--- config.mk ---
export PLATFORM = sky130hd
export DESIGN_NAME = quadratic_probe_hash_table_top_flat
export DESIGN_NICKNAME = d
export VERILOG_FILES = /design/src/qph_pkg.sv /design/src/qph_if.sv /design/src/qph_ram.sv /design/src/qph_fifo.sv /design/src/qph_front.sv /design/src/qph_back.sv /design/src/quadratic_probe_hash_table_top.sv /design/src/flat_wrapper.sv
export VERILOG_INCLUDE_DIRS = /design/src /design/src/src
export SDC_FILE = /design/constraint.sdc
export NUM_CORES = 2
export LEC_CHECK = 0
export ABC_AREA = 0
export BUFFER_PORTS_ARGS = -buffer_cell sky130_fd_sc_hd__clkbuf_2
export CAP_MARGIN = 20
export CORE_MARGIN = 1.5
export CORE_UTILIZATION = 37
export CTS_CLUSTER_DIAMETER = 200
export CTS_CLUSTER_SIZE = 25
export DETAILED_ROUTE_END_ITERATION = 8
export PLACE_DENSITY_LB_ADDON = 0.12
export SYNTH_ARGS = -nofsm -noshare
export SYNTH_HDL_FRONTEND = slang
export SYNTH_HIERARCHICAL = 1
export SYNTH_SLANG_ARGS = --single-unit
--- constraint.sdc ---
create_clock -name clk -period 13.1 [get_ports clk]
set_input_delay 0.655 -clock clk [delete_from_list [all_inputs] [get_ports clk]]
set_output_delay 0.655 -clock clk [all_outputs]
set_load 0.01 [all_outputs]
--- src/assert_macros.svh ---
// Assertion helpers used by the top-level RTL; empty under SYNTH.
`ifndef ASSERT_MACROS_SVH
`define ASSERT_MACROS_SVH
`ifndef SYNTH
// Expression must never be true while out of reset
`define ASSERT_NEVER(lbl, clk, rst, expr) \
  lbl: assert property (@(posedge clk) disable iff (rst) !(expr)) \
    else $error("assertion violated");
// Antecedent implies consequent in the same cycle
`define ASSERT_IMPLY(lbl, clk, rst, ante, cons) \
  lbl: assert property (@(posedge clk) disable iff (rst) (ante) |-> (cons)) \
    else $error("assertion violated");
`else
`define ASSERT_NEVER(lbl, clk, rst, expr)
`define ASSERT_IMPLY(lbl, clk, rst, ante, cons)
`endif
`endif

--- src/qph_pkg.sv ---
package qph_pkg;

  localparam int KeyW      = 31;
  localparam int ValW      = 64;
  localparam int StatW     = 3;
  localparam int QDepth    = 2;

  typedef enum logic {
    ACT_INSERT = 1'b0,
    ACT_SEARCH = 1'b1
  } action_t;

  typedef enum logic [StatW-1:0] {
    ST_INSERTED  = 3'd0,
    ST_DUPLICATE = 3'd1,
    ST_FULL      = 3'd2,
    ST_FOUND     = 3'd3,
    ST_NOT_FOUND = 3'd4
  } status_t;

  typedef struct packed {
    action_t               action;
    logic [KeyW-1:0]       key;
    logic [ValW-1:0]       value;
  } item_t;

  typedef struct packed {
    logic                  valid;
    logic [KeyW-1:0]       key;
    logic [ValW-1:0]       value;
  } slot_t;

  typedef enum logic [1:0] {
    F_IDLE,
    F_DIV,
    F_PUSH
  } front_state_t;

  typedef enum logic [1:0] {
    B_CLEAR,
    B_IDLE,
    B_PROBE
  } back_state_t;

endpackage

--- src/qph_if.sv ---
// Request channel
interface qph_in_if import qph_pkg::*; ();
  logic                valid;
  logic                ready;
  action_t             action;
  logic [KeyW-1:0]     key;
  logic [ValW-1:0]     value;

  modport source (output valid, action, key, value, input ready);
  modport sink   (input valid, action, key, value, output ready);
endinterface

// Result channel
interface qph_out_if import qph_pkg::*; #(parameter int IdxW = 4) ();
  logic                valid;
  logic                ready;
  status_t             status;
  logic [IdxW-1:0]     slot_index;
  logic [ValW-1:0]     found_value;

  modport source (output valid, status, slot_index, found_value, input ready);
  modport sink   (input valid, status, slot_index, found_value, output ready);
endinterface

--- src/qph_ram.sv ---
module qph_ram #(
  parameter int Width = 8,
  parameter int Depth = 16
) (
  input  logic                     clk,
  input  logic                     we,
  input  logic [$clog2(Depth)-1:0] waddr,
  input  logic [Width-1:0]         wdata,
  input  logic [$clog2(Depth)-1:0] raddr,
  output logic [Width-1:0]         rdata
);

  logic [Width-1:0] mem [Depth];

  // One write port, one registered read port
  always_ff @(posedge clk) begin
    if (we) begin
      mem[waddr] <= wdata;
    end
    rdata <= mem[raddr];
  end

endmodule

--- src/qph_fifo.sv ---
module qph_fifo import qph_pkg::*; #(
  parameter int Width = 8
) (
  input  logic             clk,
  input  logic             rst,
  input  logic             push,
  input  logic [Width-1:0] push_data,
  output logic             full,
  input  logic             pop,
  output logic [Width-1:0] pop_data,
  output logic             empty
);

  localparam int PtrW = $clog2(QDepth);
  localparam int CntW = $clog2(QDepth + 1);

  logic [Width-1:0] entry [QDepth];
  logic [PtrW-1:0]  wptr;
  logic [PtrW-1:0]  rptr;
  logic [CntW-1:0]  count;

  assign full     = (count == CntW'(QDepth));
  assign empty    = (count == '0);
  assign pop_data = entry[rptr];

  // Advance pointers and occupancy
  always_ff @(posedge clk) begin
    if (rst) begin
      wptr  <= '0;
      rptr  <= '0;
      count <= '0;
    end else begin
      if (push) begin
        wptr <= (wptr == PtrW'(QDepth - 1)) ? '0 : wptr + PtrW'(1);
      end
      if (pop) begin
        rptr <= (rptr == PtrW'(QDepth - 1)) ? '0 : rptr + PtrW'(1);
      end
      if (push && !pop) begin
        count <= count + CntW'(1);
      end else if (pop && !push) begin
        count <= count - CntW'(1);
      end
    end
  end

  // Store pushed item
  always_ff @(posedge clk) begin
    if (push) begin
      entry[wptr] <= push_data;
    end
  end

endmodule

--- src/qph_front.sv ---
module qph_front import qph_pkg::*; #(
  parameter int SLOTS = 15,
  parameter int IdxW  = $clog2(SLOTS)
) (
  input  logic            clk,
  input  logic            rst,
  qph_in_if.sink          in_ch,
  input  logic            clearing,
  output logic            push,
  output item_t           push_item,
  output logic [IdxW-1:0] push_home,
  input  logic            full
);

  // Reciprocal of SLOTS scaled by 2^Sh and rounded up; exact for every key
  localparam int RecW  = KeyW + 1;
  localparam int Sh    = KeyW + IdxW;
  localparam int ProdW = KeyW + RecW;
  localparam int QuoW  = ProdW - Sh;
  localparam logic [63:0]      RecipWide = ((64'd1 << Sh) + 64'(SLOTS - 1)) / 64'(SLOTS);
  localparam logic [RecW-1:0]  Recip     = RecipWide[RecW-1:0];
  localparam logic [KeyW-1:0]  SlotsK    = KeyW'(SLOTS);

  front_state_t     state;
  front_state_t     state_next;
  item_t            item;
  logic [ProdW-1:0] prod;
  logic [QuoW-1:0]  quot;
  logic [KeyW-1:0]  quot_slots;
  logic [KeyW-1:0]  rem_full;
  logic             take;

  assign take      = in_ch.valid && in_ch.ready;
  assign push_item = item;
  assign push_home = rem_full[IdxW-1:0];

  // Quotient by reciprocal multiply, remainder by multiply back and subtract
  assign prod       = {{RecW{1'b0}}, item.key} * {{KeyW{1'b0}}, Recip};
  assign quot_slots = KeyW'(quot) * SlotsK;
  assign rem_full   = item.key - quot_slots;

  // Hold state
  always_ff @(posedge clk) begin
    if (rst) begin
      state <= F_IDLE;
    end else begin
      state <= state_next;
    end
  end

  // Latch item, then the quotient of its key
  always_ff @(posedge clk) begin
    if (take) begin
      item <= '{action: in_ch.action, key: in_ch.key, value: in_ch.value};
    end
    if (state == F_DIV) begin
      quot <= prod[ProdW-1:Sh];
    end
  end

  // Sequence accept, reduce and hand over
  always_comb begin
    state_next  = state;
    in_ch.ready = 1'b0;
    push        = 1'b0;
    unique case (state)
      F_IDLE: begin
        in_ch.ready = !clearing;
        if (take) begin
          state_next = F_DIV;
        end
      end
      F_DIV: begin
        state_next = F_PUSH;
      end
      F_PUSH: begin
        push = !full;
        if (!full) begin
          state_next = F_IDLE;
        end
      end
      default: state_next = F_IDLE;
    endcase
  end

endmodule

--- src/qph_back.sv ---
module qph_back import qph_pkg::*; #(
  parameter int SLOTS = 15,
  parameter int IdxW  = $clog2(SLOTS)
) (
  input  logic            clk,
  input  logic            rst,
  input  logic            empty,
  output logic            pop,
  input  item_t           pop_item,
  input  logic [IdxW-1:0] pop_home,
  output logic            clearing,
  qph_out_if.source       out_ch
);

  localparam logic [IdxW:0]   SlotsW = (IdxW + 1)'(SLOTS);
  localparam logic [IdxW-1:0] Last   = IdxW'(SLOTS - 1);

  back_state_t      state;
  back_state_t      state_next;
  logic [IdxW-1:0]  clr_cnt;
  logic [IdxW-1:0]  pos;
  logic [IdxW-1:0]  inc;
  logic [IdxW-1:0]  cnt;
  item_t            cur;
  logic [IdxW:0]    pos_sum;
  logic [IdxW:0]    inc_sum;
  logic [IdxW-1:0]  pos_nx;
  logic [IdxW-1:0]  inc_nx;

  logic             we;
  logic [IdxW-1:0]  waddr;
  slot_t            wdata;
  logic [IdxW-1:0]  raddr;
  logic [$bits(slot_t)-1:0] rdata;
  slot_t            rd;
  logic             hit;

  logic             finish;
  logic             load_out;
  logic             advance;
  logic             out_free;
  status_t          fin_status;
  logic [IdxW-1:0]  fin_idx;
  logic [ValW-1:0]  fin_val;

  logic             out_valid;
  status_t          out_status;
  logic [IdxW-1:0]  out_idx;
  logic [ValW-1:0]  out_val;

  qph_ram #(
    .Width ($bits(slot_t)),
    .Depth (SLOTS)
  ) u_slots (
    .clk   (clk),
    .we    (we),
    .waddr (waddr),
    .wdata (wdata),
    .raddr (raddr),
    .rdata (rdata)
  );

  assign rd       = slot_t'(rdata);
  assign hit      = rd.valid && (rd.key == cur.key);
  assign clearing = (state == B_CLEAR);
  assign out_free = !out_valid || out_ch.ready;

  assign out_ch.valid       = out_valid;
  assign out_ch.status      = out_status;
  assign out_ch.slot_index  = out_idx;
  assign out_ch.found_value = out_val;

  // Next probe: pos += 2i+1 and inc += 2, both mod SLOTS
  always_comb begin
    pos_sum = {1'b0, pos} + {1'b0, inc};
    if (pos_sum >= SlotsW) begin
      pos_sum = pos_sum - SlotsW;
    end
    inc_sum = {1'b0, inc} + (IdxW + 1)'(2);
    if (inc_sum >= SlotsW) begin
      inc_sum = inc_sum - SlotsW;
    end
    pos_nx = pos_sum[IdxW-1:0];
    inc_nx = inc_sum[IdxW-1:0];
  end

  // Classify the slot just read
  always_comb begin
    finish     = 1'b0;
    fin_status = ST_FULL;
    fin_idx    = '0;
    fin_val    = '0;
    if (cur.action == ACT_INSERT) begin
      if (!rd.valid) begin
        finish     = 1'b1;
        fin_status = ST_INSERTED;
        fin_idx    = pos;
      end else if (hit) begin
        finish     = 1'b1;
        fin_status = ST_DUPLICATE;
      end else if (cnt == Last) begin
        finish     = 1'b1;
        fin_status = ST_FULL;
      end
    end else begin
      if (!rd.valid) begin
        finish     = 1'b1;
        fin_status = ST_NOT_FOUND;
      end else if (hit) begin
        finish     = 1'b1;
        fin_status = ST_FOUND;
        fin_idx    = pos;
        fin_val    = rd.value;
      end else if (cnt == Last) begin
        finish     = 1'b1;
        fin_status = ST_NOT_FOUND;
      end
    end
  end

  // Sequence clear, fetch and probe
  always_comb begin
    state_next = state;
    pop        = 1'b0;
    we         = 1'b0;
    waddr      = pos;
    wdata      = '{valid: 1'b1, key: cur.key, value: cur.value};
    raddr      = pos;
    load_out   = 1'b0;
    advance    = 1'b0;
    unique case (state)
      B_CLEAR: begin
        we    = 1'b1;
        waddr = clr_cnt;
        wdata = '0;
        if (clr_cnt == Last) begin
          state_next = B_IDLE;
        end
      end
      B_IDLE: begin
        raddr = pop_home;
        if (!empty) begin
          pop        = 1'b1;
          state_next = B_PROBE;
        end
      end
      B_PROBE: begin
        if (finish) begin
          if (out_free) begin
            load_out   = 1'b1;
            we         = (fin_status == ST_INSERTED);
            state_next = B_IDLE;
          end
        end else begin
          advance = 1'b1;
          raddr   = pos_nx;
        end
      end
      default: state_next = B_CLEAR;
    endcase
  end

  // Hold control state
  always_ff @(posedge clk) begin
    if (rst) begin
      state     <= B_CLEAR;
      clr_cnt   <= '0;
      out_valid <= 1'b0;
    end else begin
      state <= state_next;
      if (state == B_CLEAR) begin
        clr_cnt <= clr_cnt + IdxW'(1);
      end
      if (load_out) begin
        out_valid <= 1'b1;
      end else if (out_ch.ready) begin
        out_valid <= 1'b0;
      end
    end
  end

  // Load the next item, advance the probe, capture the result
  always_ff @(posedge clk) begin
    if (pop) begin
      cur <= pop_item;
      pos <= pop_home;
      inc <= IdxW'(1);
      cnt <= '0;
    end else if (advance) begin
      pos <= pos_nx;
      inc <= inc_nx;
      cnt <= cnt + IdxW'(1);
    end
    if (load_out) begin
      out_status <= fin_status;
      out_idx    <= fin_idx;
      out_val    <= fin_val;
    end
  end

endmodule

--- src/quadratic_probe_hash_table_top.sv ---
// From the accepting edge to a valid result: key quotient, queue push, home slot read,
// then 1 to SLOTS probes. The front end takes a new item while the back end probes
// the last one, and stalls once the queue is full, as when a result waits; the slot
// memory's single read port takes one probe a cycle.
// Reset: synchronous; a clearing pass then zeroes every slot, and no item is accepted
// until it ends.
`include "assert_macros.svh"

module quadratic_probe_hash_table_top import qph_pkg::*; #(
  parameter int SLOTS = 15
) (
  input  logic      clk,
  input  logic      rst,
  qph_in_if.sink    in_ch,
  qph_out_if.source out_ch
);

  localparam int IdxW = $clog2(SLOTS);
  localparam int QW   = $bits(item_t) + IdxW;

  logic            clearing;
  logic            push;
  item_t           push_item;
  logic [IdxW-1:0] push_home;
  logic            full;
  logic            pop;
  logic [QW-1:0]   pop_data;
  item_t           pop_item;
  logic [IdxW-1:0] pop_home;
  logic            empty;

  qph_front #(
    .SLOTS (SLOTS),
    .IdxW  (IdxW)
  ) u_front (
    .clk       (clk),
    .rst       (rst),
    .in_ch     (in_ch),
    .clearing  (clearing),
    .push      (push),
    .push_item (push_item),
    .push_home (push_home),
    .full      (full)
  );

  qph_fifo #(
    .Width (QW)
  ) u_queue (
    .clk       (clk),
    .rst       (rst),
    .push      (push),
    .push_data ({push_item, push_home}),
    .full      (full),
    .pop       (pop),
    .pop_data  (pop_data),
    .empty     (empty)
  );

  // Split the queued word back into item and home slot
  assign pop_item = item_t'(pop_data[QW-1:IdxW]);
  assign pop_home = pop_data[IdxW-1:0];

  qph_back #(
    .SLOTS (SLOTS),
    .IdxW  (IdxW)
  ) u_back (
    .clk      (clk),
    .rst      (rst),
    .empty    (empty),
    .pop      (pop),
    .pop_item (pop_item),
    .pop_home (pop_home),
    .clearing (clearing),
    .out_ch   (out_ch)
  );

  `ASSERT_IMPLY(a_no_take_in_clear, clk, rst, in_ch.ready, !clearing)
  `ASSERT_NEVER(a_queue_overflow, clk, rst, push && full)
  `ASSERT_NEVER(a_queue_underflow, clk, rst, pop && empty)

endmodule

--- src/flat_wrapper.sv ---
// flat-port wrapper written by rule: the top's interface ports become plain ports
module quadratic_probe_hash_table_top_flat import qph_pkg::*;
#(
  parameter int SLOTS = 15
)
  (clk, rst, in_ch_valid, in_ch_action, in_ch_key, in_ch_value, in_ch_ready, out_ch_valid, out_ch_status, out_ch_slot_index, out_ch_found_value, out_ch_ready);
  qph_in_if in_ch_i ();
  qph_out_if #(.IdxW(($clog2((15))))) out_ch_i ();
  input  logic clk;
  input  logic rst;
  input wire logic [$bits(in_ch_i.valid)-1:0] in_ch_valid;
  input wire logic [$bits(in_ch_i.action)-1:0] in_ch_action;
  input wire logic [$bits(in_ch_i.key)-1:0] in_ch_key;
  input wire logic [$bits(in_ch_i.value)-1:0] in_ch_value;
  output wire logic [$bits(in_ch_i.ready)-1:0] in_ch_ready;
  output wire logic [$bits(out_ch_i.valid)-1:0] out_ch_valid;
  output wire logic [$bits(out_ch_i.status)-1:0] out_ch_status;
  output wire logic [$bits(out_ch_i.slot_index)-1:0] out_ch_slot_index;
  output wire logic [$bits(out_ch_i.found_value)-1:0] out_ch_found_value;
  input wire logic [$bits(out_ch_i.ready)-1:0] out_ch_ready;
  assign in_ch_i.valid = in_ch_valid;
  assign in_ch_i.action = in_ch_action;
  assign in_ch_i.key = in_ch_key;
  assign in_ch_i.value = in_ch_value;
  assign in_ch_ready = in_ch_i.ready;
  assign out_ch_valid = out_ch_i.valid;
  assign out_ch_status = out_ch_i.status;
  assign out_ch_slot_index = out_ch_i.slot_index;
  assign out_ch_found_value = out_ch_i.found_value;
  assign out_ch_i.ready = out_ch_ready;
  quadratic_probe_hash_table_top #(.SLOTS(SLOTS)) u_core (.clk(clk), .rst(rst), .in_ch(in_ch_i), .out_ch(out_ch_i));
endmodule
### After elaboration in Yosys (flattened, before gate mapping)

Memories as Yosys holds them, arrays and structs flattened. A register that Yosys moved wholly into a read port is not among the register bits.
Cells that the tools add are included.

* $add $sub $neg: 11
* multipliers: 2
* divide/modulo/power cells: 0
* $lt $le $gt $ge: 2
* equal/unequal tests: 14
* shifts and indexed selects: 0
* mux-type cells: 53
* bitwise operators: 0
* reductions and logical operators: 20

Operators with widths (count)
* two-way mux 96 bit: 1
* multiplier 31 x 32 -> 63 bit (second input constant): 1
* two-way mux 4 bit: 10
* == test 31 bit: 1
* multiplier 28 x 4 -> 4 bit (second input constant): 1
* two-way mux 1 bit: 24
* two-way mux 2 bit: 10
* two-way mux 3 bit: 4
* != test 2 bit (second input constant): 6
* case mux 2 bit (3 select lines): 2
* greater-or-equal comparator 5 x 4 -> 1 bit (second input constant): 2
* adder 4 x 1 -> 4 bit (second input constant): 2
* == test 4 bit (second input constant): 2
* case mux 4 bit (2 select lines): 1
* subtractor 4 bit (second input constant): 2
* == test 2 bit (second input constant): 3
* zero test 2 bit: 3
* nonzero test 2 bit: 3
* adder 4 x 2 -> 5 bit (second input constant): 1
* adder 4 x 4 -> 5 bit: 1
* zero test 1 bit: 5
* == test 2 x 1 -> 1 bit (second input constant): 2
* logical AND 1 bit: 4
* AND reduction 4 bit: 1
* 9 further kinds: 10

* bits in registers: 316
* bits in latches: 0
* bits in writable memories: 1640
* bits in read-only memories: 0
* bits of input ports: 100
* logic and storage cells: 124
* memories kept: 2

Memory list
* u_core.u_back.u_slots.mem: words 15, bits a word 96, read ports 1, clocked after Yosys merged registers in 1, wr ports 1, RTL line qph_ram.sv:13 `logic [Width-1:0] mem [Depth];`
* u_core.u_queue.entry: words 2, bits a word 100, read ports 1, clocked after Yosys merged registers in 1, wr ports 1, RTL line qph_fifo.sv:17 `logic [Width-1:0] entry [QDepth];`

### Longest topological paths before layout

* depth after elaboration: 11
* mapped depth: 20
* depth with buffers taken out: 20

### Hierarchy

Netlist, hierarchy kept.

By module, submodules not included
* qph_ram: times used 1, cells an instance 2622, area an instance 56350.3 um2, seq. area each 45163.3 um2
* qph_front: times used 1, cells an instance 707, area an instance 8720.9 um2, seq. area each 3042.9 um2
* qph_back: times used 1, cells an instance 582, area an instance 8041.5 um2, seq. area each 5435.2 um2
* qph_fifo: times used 1, cells an instance 333, area an instance 7459.7 um2, seq. area each 6105.9 um2

### Worst setup path before layout

Ideal clock, no wire load.

* path type: register to register
* start: register u_core.u_back.state[0]
* end: memory u_core/u_back/u_slots/mem[0][0] in the netlist's numbering (enable)
* setup time: 0.668 ns
* data arrival time: 8.492 ns
* path slack: 3.940 ns
* stages on the path, launching flop included: 8
* period minus slack after synthesis: 9.160 ns
* cells stage by stage: dfxtp_1 -> inv_1 -> ha_1 -> clkbuf_1 -> clkbuf_1 -> mux2_2 -> or3b_2 -> nor3_1

* elaborated cells between the ends (all ways): 6
* those cells by class: 1 x eq/ne; 4 x mux; 1 x reduce/logical

RTL lines
* start: declaration: RTL line qph_back.sv:18 `back_state_t state;`
* start signal: assignment: RTL line qph_back.sv:170 `state <= state_next;`
* zero test 2 bit
* via u_core.clearing: RTL line quadratic_probe_hash_table_top.sv:21 `logic clearing;`
* two-way mux 4 bit: RTL line qph_back.sv:131 `unique case (state)`
* via u_core.u_back.waddr[2]: RTL line qph_back.sv:31 `logic [IdxW-1:0] waddr;`
* end: declaration: RTL line qph_ram.sv:13

The timed path passes the listed nets, and every way through them passes these cells.

### Final worst setup path

* start: register u_core.u_back.pos[0]
* end: register u_core.u_back.u_slots.rdata[14] (read register of u_core.u_back.u_slots.mem)

* longest elaborated chain between the ends: 5
* elaborated cells between the ends (all ways): 6
* those cells by class: 2 x add/sub; 1 x order compare; 3 x mux

Ends and longest elaborated chain
* start: declaration: RTL line qph_back.sv:21 `logic [IdxW-1:0] pos;`
* start signal: assignment: RTL line qph_back.sv:186 `pos <= pop_home;`
* start signal: assignment: RTL line qph_back.sv:190 `pos <= pos_nx;`
* adder 4 x 4 -> 5 bit: RTL line qph_back.sv:75 `pos_sum = {1'b0, pos} + {1'b0, inc};`
* subtractor 4 bit / greater-or-equal comparator 5 x 4 -> 1 bit (equally long branches): RTL line qph_back.sv:77, qph_back.sv:76
* two-way mux 4 bit: RTL line qph_back.sv:76 `if (pos_sum >= SlotsW) begin`
* two-way mux 4 bit: RTL line qph_back.sv:148 `if (finish) begin`
* case mux 4 bit (2 select lines) *: RTL line qph_back.sv:131
* via u_core.u_back.raddr[0]: RTL line qph_back.sv:33 `logic [IdxW-1:0] raddr;`
* end: declaration: RTL line qph_ram.sv:10 `output logic [Width-1:0] rdata`

The timed path passes the listed nets; every way through them passes the cells marked *.
A chain may end at the register's enable or synchronous reset.

==> summary.txt <==
Tcrit/Tclk final = 0.460
Site Rows = 171
Vias = 38340
Data required, critical path = 13.68 ns
Top-area cell type share of the netlist area = 0.712
Detail Route Antenna Nets = 0
Area contributors post-synth = edfxtp_1 (71%), mux4_2 (7.4%), dfxtp_1 (2.9%)
Area leader, netlist = edfxtp_1
Final setup vio count = 0
Least-Margin Pin Slew = 1.15 ns
Nets = 4864
Ys async rst share = 0
Layout cells sized above 1 = 0.172
Avg Inst Size Synth = 19.0 µm²
Vias per std cell = 5.17
RePlAce Congestion = 0.757
Crit path kind = reg2reg
Clock buffer depth = 3
Worst path max stage delay = 0.78 ns
Critical-path top delay cell = buf_4
Reg2Reg Setup Slack = 7.08 ns
Syn. warnings = 6
Worst rel slew slack = 0.234
Drc violations = 0
CP arrival = 6.60 ns
First-pass GRT wire length = 288 mm
Placed Instance Area = 84900 µm²
Syn nets = 4621
Fin area = 88300 µm²
Worst-path clk slew = 0.11 ns
Most common cell in the netlist = edfxtp_1
Number of global-route vias before repair = 40283
Area Growth Syn to Fin = 9.57%
Initial Util = 0.372
Clk Latency, worst-skew pair = 0.77 ns
Largest net degree at the start of global routing = 124
DRT iter0 DRCs = 3072
Num CTS Buffers = 91
Number of flops mapped to enable cells by yosys = 1911
Die height = 470 µm
Root buf cell = clkbuf_16
Crit path from = u_core/u_back/pos[0]$_DFFE_PP_
Hold Crit Class = in2reg
Fillers = 19431
Status = completed
CTS tree = done
Mux cell area share after synthesis = 0.104
CORE AREA = 217000 µm²
Worst path bufs/invs = 5
Die area = 221000 µm²
Worst Setup EP = u_core/u_back/u_slots/rdata[14]$_DFF_P_
CP max FO = 45
H-tree depth = 3
Pwr/cell area = 190 nW/µm²
Synth Area in Simple Gates = 0.0344
Sequence of cells on the critical path = ha_1 -> inv_1 -> fa_1 -> inv_1 -> ha_1 -> o21ai_0 -> o311ai_1 -> xnor2_1 -> o311ai_4 -> buf_4 -> buf_4 -> buf_4 -> mux4_2 -> a22oi_1 -> o211ai_1
Critical Path Stages = 15
RSZ-0062 raised after global routing = no
Final wirelength = 197 mm
Post-Syn Area = 80600 µm²
Max Cap Viol = 0
Delay-heaviest family, CP = buffers and inverters
Main synth FF type = edfxtp_1
Worst reg2reg startpoint = u_core/u_back/pos[0]$_DFFE_PP_
Worst vdd ir = 0.000420 V
Hold Path Depth = 1
Total negative setup slack = 0 ns
Fin. Hold Viols = 0
Post-synthesis xor/xnor area fraction = 0.00685
Tmin final = 6.02 ns
Port bufs = 172
Clock sink total = 2029
Fraction of the mapped netlist area in adder cells = 0.0522
Final core occ = 0.407
Most frequent CP cell = buf_4
Global route overflow = 0
Hold Startpoint = in_ch_value[42]
Largest family of logic cells by synthesized area = multiplexers
Fmax = 166 MHz
DRT Pass-1 Iters = 5
Antenna violations before repair = 3
Wire per inst = 26.6 µm
I/O pin count = 173
Layout Skew = 0.0355 ns
Post-synthesis sequential area ratio = 0.742
Setup crit end kind = register
Final HPWL DP = 110 mm
Synth Area in Compound Gates = 0.0373
Post-synthesis register bit count = 2029
Depth of the most critical reg-to-reg path = 15
GRT Util Overall = 0.178
Post-synthesis instance total = 4244
Most common library cells after synthesis = edfxtp_1 (1911), mux4_2 (266), inv_1 (229), ha_1 (178), nor2b_1 (130)
Die Wd = 470 µm
Pwr Total = 16.8 mW
Netlist cell types = 73
CTS resizes = 0
Crit start category = register
Leakage = 29.4 nW
RR Endpoint = u_core/u_back/u_slots/rdata[14]$_DFF_P_
Pins over their slew limit = 0
## cells in the final DEF (no fill, tap or decap), drive strengths merged, types with 23 or more instances in the layout
cell	instances
edfxtp	1911
mux2	104
a211o	23
nor2b	130
nand2b	33
dfxtp	118
o22ai	24
inv	235
fa	99
mux4	266
buf	94
o21ai	50
clkbuf	332
nor2	120
mux2i	120
and2	68
nand2	101
ha	178
xnor2	56
a21oi	99
a22oi	100
o211ai	81
a31oi	25
dlygate4sd3	65
## cell type report
type	instances	area (µm²)	area share
tap	2854	3570	0.0404
inverter	231	872	0.00988
multi-input combinational	1802	19100	0.216
sequential	2029	59800	0.677
antenna	3	7.51	0.0000850
timing repair buffer	332	2320	0.0263
clock buffer	159	2550	0.0289
clock inverter	6	92.6	0.00105
## state kept, by name, indices dropped and copies added (netlist names), named ones only
name,count
u_core/u_back/out_ch.valid,1
u_core/u_front/quot,4
u_core/u_back/cnt,4
u_core/u_back/u_slots/rdata,96
u_core/u_queue/count,2
u_core/u_back/inc,4
u_core/u_back/clr_cnt,4
u_core/u_back/pos,4
u_core/u_back/u_slots/mem,1440
u_core/u_queue/entry,200
u_core/u_back/out_ch.found_value,64
u_core/u_front/state,2
u_core/u_queue/wptr,1
u_core/u_back/out_ch.slot_index,4
u_core/u_back/out_ch.status,3
u_core/u_queue/rptr,1
u_core/u_back/state,2
u_core/u_back/cur,96
u_core/u_front/push_item,96
## layer usage
metal	track usage	wire, µm	vias up
li1	-	-	16942
met4	0.0316	3020	0
met2	0.295	95500	667
met1	0.257	92400	20587
met3	0.0183	6130	144
met5	0	0	-
## stage by stage
| step | std cells | setup slack [ns] | hold WS (ns) |
|---|---|---|---|
| 2_1_floorplan | 4244 | 3.94 | 0.421 |
| 3_3_place_gp | 7174 | 7.10 | 0.424 |
| 3_5_place_dp | 7175 | 7.02 | 0.430 |
| 4_1_cts | 7405 | 6.95 | 0.00148 |
| 5_1_grt | 7414 | 6.56 | 0.0212 |
| 6_report | 7416 | 7.08 | 0.0772 |
## worst reg2reg max path: cells and delay by family (launching register included)
kind            cells  cell delay [ns]
compound gates      5             1.21
xor+xnor            1             0.20
fa+ha+maj           3             0.90
buf+inv             5             2.39
flops               1             0.50
mux                 1             0.64
## kinds of logic (layout without fill, tap and decap cells)
logic type,count (synthesis),count (layout)
compound gates,448,448
xor+xnor,63,63
fa+ha+maj,277,277
buf+inv,413,728
flops,2029,2029
mux,490,490
other cells,0,3
simple gates,524,524
## where the power goes
| group | switching [mW] | internal [mW] | total (mW) |
|---|---|---|---|
| sequential | 0.242 | 8.28 | 8.52 |
| combinational | 3.09 | 1.79 | 4.88 |
| clock | 2.00 | 1.35 | 3.35 |
## how the worst min path moves through the flow
stage | to | slack (ns)
3_3_place_gp | u_core/u_queue/entry[0][47]$_DFFE_PP_ | 0.42
5_1_grt | u_core/u_front/push_item[1]$_DFFE_PP_ | 0.02
6_report | u_core/u_front/push_item[42]$_DFFE_PP_ | 0.08
4_1_cts | u_core/u_front/push_item[42]$_DFFE_PP_ | 0.001
3_5_place_dp | u_core/u_queue/entry[1][15]$_DFFE_PP_ | 0.43
2_1_floorplan | u_core/u_queue/entry[0][10]$_DFFE_PP_ | 0.42
## what timing repair did
item / 4_1_cts / 5_1_grt
setup endpoints to repair: 0 / 0
hold buffers: 65 / 0
buffers inserted: 0 / 0
hold endpoints to repair: 65 / 0
No activity file was read; power rests on OpenSTA's default activity.
